[config.mk]
export PLATFORM = sky130hd
export DESIGN_NAME = pal_cell
export DESIGN_NICKNAME = d
export VERILOG_FILES = /design/src/hw/rtl/pal_pkg.sv /design/src/hw/rtl/pal_cell.sv
export SDC_FILE = /design/constraint.sdc
export NUM_CORES = 1
export LEC_CHECK = 0
export ABC_AREA = 0
export BUFFER_PORTS_ARGS = -buffer_cell sky130_fd_sc_hd__buf_4
export CAP_MARGIN = 20
export CELL_PAD_IN_SITES_DETAIL_PLACEMENT = 2
export CELL_PAD_IN_SITES_GLOBAL_PLACEMENT = 2
export CORE_AREA = 2 2 107 109
export DETAILED_ROUTE_END_ITERATION = 10
export DIE_AREA = 0 0 109 111
export HOLD_SLACK_MARGIN = 0.12
export PLACE_DENSITY_LB_ADDON = 0.1
export SETUP_SLACK_MARGIN = 0.05
export SLEW_MARGIN = 20
export SYNTH_ARGS = -nofsm -noshare
export SYNTH_HDL_FRONTEND = slang
export SYNTH_SLANG_ARGS = --single-unit
export TNS_END_PERCENT = 10
[constraint.sdc]
create_clock -name clk -period 4.76 [get_ports clk]
set_input_delay 1.19 -clock clk [delete_from_list [all_inputs] [get_ports clk]]
set_output_delay 1.19 -clock clk [all_outputs]
set_load 0.03 [all_outputs]
[src/hw/rtl/pal_pkg.sv]
`default_nettype none
package pal_pkg;

  localparam int KIND_W  = 2;
  localparam int POS_W   = 7;
  localparam int DATA_W  = 32;
  localparam int COUNT_W = 7;

  localparam logic [KIND_W-1:0] KIND_INSERT = 2'd0;
  localparam logic [KIND_W-1:0] KIND_DELETE = 2'd1;
  localparam logic [KIND_W-1:0] KIND_READ   = 2'd2;

  localparam logic [1:0] ST_OK    = 2'd0;
  localparam logic [1:0] ST_FULL  = 2'd1;
  localparam logic [1:0] ST_RANGE = 2'd2;
  localparam logic [1:0] ST_EMPTY = 2'd3;

  typedef enum logic [1:0] {
    CELL_HOLD,
    CELL_INSERT,
    CELL_DELETE,
    CELL_READ
  } cell_op_t;

  typedef struct packed {
    cell_op_t               op;
    logic [POS_W-1:0]       pos;
  } cell_ctrl_t;

endpackage
`default_nettype wire

[src/hw/rtl/pal_cell.sv]
`default_nettype none
module pal_cell #(
  parameter int IDX = 0,
  parameter int CW  = 7
) (
  input  wire logic                              clk,
  input  wire pal_pkg::cell_ctrl_t               ctrl,
  input  wire logic signed [pal_pkg::DATA_W-1:0] item,
  input  wire logic signed [pal_pkg::DATA_W-1:0] left_in,
  input  wire logic signed [pal_pkg::DATA_W-1:0] right_in,
  output logic signed      [pal_pkg::DATA_W-1:0] entry,
  output logic signed      [pal_pkg::DATA_W-1:0] tap
);

  localparam logic [CW-1:0] MY_IDX = CW'(IDX);

  logic signed [pal_pkg::DATA_W-1:0] entry_r;
  logic signed [pal_pkg::DATA_W-1:0] entry_nxt;
  logic        [CW-1:0]              pos;

  assign pos = CW'(ctrl.pos);

  always_comb begin
    entry_nxt = entry_r;
    case (ctrl.op)
      pal_pkg::CELL_INSERT: begin
        if (MY_IDX == pos) begin
          entry_nxt = item;
        end else if (MY_IDX > pos) begin
          entry_nxt = left_in;
        end
      end
      pal_pkg::CELL_DELETE: begin
        // close the gap: everything from the deleted slot up takes its right neighbor
        if (MY_IDX >= pos) begin
          entry_nxt = right_in;
        end
      end
      default: entry_nxt = entry_r;
    endcase
  end

  always_ff @(posedge clk) begin
    entry_r <= entry_nxt;
  end

  assign entry = entry_r;
  assign tap   = (ctrl.op == pal_pkg::CELL_READ && MY_IDX == pos) ? entry_r : '0;

endmodule
`default_nettype wire

==> results of run 1 <==
## power breakdown
group          total [mW]  switching, mW  leakage [nW]  internal, mW
registers           0.315       0.000508         0.282         0.314
logic               0.149         0.0650          1.32        0.0843
clock network       0.306          0.115        0.0667         0.190
## routing by layer
metal	vias to the layer above	share of wire (%)
li1	1154	-
met1	1171	42
met2	86	51
met3	2	7.2
met4	0	0.45
met5	-	0
## area by class of cell
class,instances,area (um2),area share (%)
clock buffers,6,129,3.42
clock inverters,1,5.00,0.133
inverters,1,3.75,0.0997
multi-input cells,171,1170,31.0
flip-flops and latches,32,961,25.5
well taps,143,179,4.75
repair buffers,176,1320,35.1
## synthesized netlist by cell type, types with 2 or more instances
cell type / instances / area, um2
nand2_1: 59 / 221
and2_1: 32 / 200
edfxtp_1: 32 / 961
o211ai_1: 29 / 218
o211ai_2: 29 / 363
clkbuf_1: 18 / 67.6
a21oi_1: 4 / 20.0
buf_6: 4 / 45.0
nor2_1: 4 / 15.0
a41oi_1: 3 / 26.3
clkbuf_2: 3 / 15.0
o21ai_0: 3 / 15.0
nand2b_1: 2 / 12.5
## path summary, 6_finish.rpt
| check | to | slack [ns] | cells past startpoint | from |
|---|---|---|---|---|
| worst max-delay path | tap[0] | 0.98 | 6 | ctrl[4] |
| worst min-delay path | entry[12] | 1.21 | 3 | right_in[12] |
## cell families after synthesis
group / Yosys count
and+or+nand+nor: 103
AOI/OAI and AO/OA: 68
DFF: 32
buffers and inverters: 26
## metrics by stage
stage / setup WS (ns) / power [mW] / cell area, um2 / hold slack, ns / utilization (%)
3_3_place_gp: 0.963 / 0.468 / 3630 / 1.48 / 32.8
3_5_place_dp: 0.954 / 0.474 / 3630 / 1.49 / 32.8
5_1_grt: 0.890 / 0.810 / 3770 / 1.21 / 34.0
2_1_floorplan: 0.471 / 0.387 / 2240 / 1.40 / -
6_report: 0.979 / 0.769 / 3770 / 1.21 / 34.0
4_1_cts: 0.956 / 0.785 / 3770 / 1.20 / 34.0
==> metrics.md, run 1 <==
| Metric | Value |
|---|---|
| Status | completed |
| Mapped cell area | about 2200 um2 |
| Most common cell after layout, fill and taps aside | buf_4 |
| Worst-path maximum fanout | 17 |
| LEAKAGE | 1.67 nW |
| Clk pin slew, worst setup/hold paths | about 0.050 ns |
| Total number of vias | around 2400 |
| RSZ-0062 raised after global routing | no |
| Most used cell along the critical path | buf_4 |
| Routed Antenna Nets | 0 |
| Chip Width | 109 um |
| Die height | 111 um |
| Post-synthesis net count | around 340 |
| Vias/cell | 4.55 |
| Post-synthesis average cell area | ~9.8 um2 |
| Number of synthesized flops with an enable pin | 32 |
| Period utilisation layout | between 70% and 80% |
| Ys flop type | edfxtp_1 |
| Crit path capture type | output pin |
| Worst setup path class | in -> out |
| Crit-path cells | buf_4, or4_4, nor3_4, buf_4, and2_1, buf_4 |
| Post-cts sizing count | 0 |
| Min Tclk post-route | around 3.8 ns |
| CP Buf/Inv Count | 3 |
| Worst Tran Pin Value | approximately 0.90 ns |
| First-pass GRT wire length | ~14 mm |
| Postcts setup bufs | 0 |
| Critical Path RT | between 3 and 4 ns |
| Ys Warns | 0 |
| Initial antenna violation count | 0 |
| Startpoint Class | input port |
| GR peak layer | met2 |
| Compound-cell area share of the yosys netlist | around 29% |
| Placed Cells | 523 |
| Max stage delay cell, worst path | or4_4 |
| Max_cap viols | 0 |
| CTS buffer count | 5 |
| Final WL | ~9.4 mm |
| GRT met3 Usage | around 3.8% |
| CTS Root Cell | clkbuf_16 |
| Worst Hold Class | in -> reg |
| Adder-Cell Fraction of Synth Area | 0% |
| Hold_buf cts | 0 |
| Max reg flops | 32 |
| WL/cell | about 18 um |
| Cells after Synth | roughly 230 |
| Gpl congestion | ~0.7 |
| Initial drt markers | 42 |
| Ports | 170 |
| Share of cells above drive strength 1 | between 50% and 60% |
| Grt ovf | 0 |
| Fill cells | roughly 1300 |
| Clk sinks | 32 |
| Largest family of logic cells by synthesized area | compound AO/OA/AOI/OAI gates |
| Ant. Diodes | 0 |
| FFs w/ async S/R, synth | 0% |
| IO buf count | approximately 170 |
| CP top delay family | simple AND/OR/NAND/NOR gates |
| Area delta synth->final | 68.3% |
| GRT Util Overall | between 10% and 20% |
| Worst stage delay on the critical path | 0.55 ns |
| Cell Rows | 39 |
| Count of state elements after synthesis | 32 |
| Fin. Hold Viols | 0 |
| Fraction of synthesized area in multiplexers | 0% |
| Core Region | around 11000 um2 |
| Initial Util | about a fifth |
| Post-route DRC | 0 |
| Sequential share of the synthesized area | between 40% and 50% |
| Final-report setup violation count | 0 |
| CTS tree | built |
| Largest net degree at the start of global routing | a little over 60 |
| Most frequent cells in the layout | buf_4, nand2_1, and2_1, edfxtp_1 |
| Slew Limit Fails | 0 |
| Setup total negative slack | 0 ns |
| H-tree levels | 2 |
| Non-Filler Instances | 530 |
| PD cells | 204 nW/um2 |
| Yosys cell types | 20 |
| Slew headroom | 40.2% |
| DP HPWL | 6.74 mm |
| Post-Synth Simple-Gate Area | 22.5% |
| Area of the die | 12100 um2 |
| Final #Nets | 493 |
| Max clock buf depth | 2 |
| DR pass1 iterations | 4 |
| Xor/xnor share of the synthesized area | 0% |
| M2 GR Usage | a little over a quarter |
| Crit path DAT | between 2 and 3 ns |
| Fmax | approximately 260 MHz |
| GR Layer Usage met1 | approximately a fifth |
| Maximum VDD drop | between 0.00015 and 0.0002 V |
| Number of global-route vias before repair | 2619 |
(Power assumes the default switching activity.)
==> inputs of run 2 (changes only) <==
==> constraint.sdc (replaced) <==
create_clock -name clk -period 3.9 [get_ports clk]
set_input_delay 0.975 -clock clk [delete_from_list [all_inputs] [get_ports clk]]
set_output_delay 0.975 -clock clk [all_outputs]
set_load 0.03 [all_outputs]
==> metrics.md, run 2 (synthesis gave the netlist of run 1 again) <==
| Metric | Value |
|---|---|
| Total number of vias | approximately 2400 |
| Slew Limit Fails | 0 |
| Worst-path maximum fanout | 17 |
| IO buf count | between 150 and 200 |
| CTS Root Cell | clkbuf_16 |
| Routed Antenna Nets | 0 |
| Most common cell after layout, fill and taps aside | buf_4 |
| Max_cap viols | 0 |
| Postcts setup bufs | 0 |
| Register area | roughly 960 um2 |
| Maximum VDD drop | approximately 0.00015 V |
| Area delta synth->final | 68.9% |
| Initial antenna violation count | 0 |
| Grt ovf | 0 |
| GRT Util Overall | 15.3% |
| Sw Ratio | between 20% and 30% |
| Initial Util | just over 20% |
| Area of the multi-input gates | 1160 um2 |
| WHS | around 0.99 ns |
| Area of the die | about 12000 um2 |
| Clk sinks | 32 |
| Clk pin slew, worst setup/hold paths | 0.05 ns |
| Cell Rows | 39 |
| Final WL | roughly 9.3 mm |
| Most used cell along the critical path | buf_4 |
| H-tree levels | 2 |
| CP top delay family | simple AND/OR/NAND/NOR gates |
| Number of global-route vias before repair | about 2600 |
| Worst Tran Pin Value | about 0.75 ns |
| Fin. Hold Viols | 0 |
| Max reg flops | 32 |
| Switching power | 0.218 mW |
| Worst setup path class | in -> out |
| Largest net degree at the start of global routing | 36 |
| Final-report setup violation count | 0 |
| Ant. Diodes | 0 |
| Fmax | around 300 MHz |
| Max clock buf depth | 2 |
| Post-Place Cell Area | approximately 3600 um2 |
| Share of cells above drive strength 1 | a little under three fifths |
| PD cells | between 200 and 250 nW/um2 |
| Ports | 170 |
| Comb pwr share | about a fifth |
| WL/cell | about 17 um |
| Chip Width | between 100 and 150 um |
| Fill cells | about 1300 |
| Setup total negative slack | 0 ns |
| Max stage delay cell, worst path | or4_4 |
| Crit path DAT | about 2.4 ns |
| Min Tclk post-route | 3.40 ns |
| Status | completed |
| Sequential power share | about two fifths |
| Most frequent cells in the layout | buf_4, nand2_1, and2_1, edfxtp_1 |
| Worst stage delay on the critical path | 0.55 ns |
| Initial drt markers | 55 |
| Vias/cell | 4.45 |
| Worst Hold Class | in -> reg |
| Die height | 111 um |
| Startpoint Class | input port |
| Critical Path RT | 2.92 ns |
| Post-route DRC | 0 |
| Hold_buf cts | 0 |
| Slew headroom | 49.8% |
| First-pass GRT wire length | ~14 mm |
| Crit-path cells | buf_4, or4_4, nor3_4, buf_4, and2_1, buf_4 |
| Final #Nets | 494 |
| Post-cts sizing count | 0 |
| Core Region | approximately 11000 um2 |
| Period utilisation layout | about 87% |
| RSZ-0062 raised after global routing | no |
| Pint | just over 0.7 mW |
| Final instance area | approximately 3800 um2 |
| DR pass1 iterations | 3 |
| LEAKAGE | approximately 1.7 nW |
| CTS tree | built |
| Crit path capture type | output pin |
| DP HPWL | 6.87 mm |
| Gpl congestion | between 0.7 and 0.8 |
| CP Buf/Inv Count | 3 |
| CTS buffer count | 5 |
| Clock share of power | around two fifths |
run 2: cell count changes in the layout (fill, tap and decap cells not counted), sizes merged:
cell    delta
clkinv     +1
clkbuf     -1
buf        +1
run 2: per-layer routing:
metal  GRT usage, %  vias up  wire length (um)  part of all wire (%)
li1               -     1151                 -                     -
met1           17.3     1126              3540                    38
met2           28.2       85              4960                    54
met3           4.06        2               713                   7.7
met4           3.08        0                48                  0.52
met5              0        -                 0                     0
run 2: worst paths after layout:
path / end / cells past startpoint / slack, ns / start
worst max-delay path: tap[0] / 6 / 0.50 / ctrl[4]
worst min-delay path: entry[9] / 3 / 0.99 / right_in[9]
run 2: area by class of cell:
cell class,count,share of cell area (%)
clock inverters,2,0.199
flip-flops and latches,32,25.4
well taps,143,4.73
clock buffers,5,3.31
multi-input cells,171,30.8
repair buffers,177,35.5
inverters,1,0.0993
run 2: power by group through the flow:
stage	registers, mW	clock network (mW)	logic (mW)
final	0.384	0.367	0.182
after global routing	0.384	0.390	0.202
after CTS	0.384	0.381	0.187
after detailed placement	0.391	0	0.186
after global placement	0.391	0	0.180
after floorplan	0.393	0	0.0797
run 2: stage by stage:
stage	std cells	utilization, %	setup WS [ns]	power [mW]
after global routing	531	34.1	0.432	0.976
after floorplan	229	-	0.553	0.473
after CTS	531	34.1	0.462	0.952
final	531	34.1	0.502	0.933
after detailed placement	524	32.9	0.466	0.577
after global placement	524	32.9	0.533	0.571
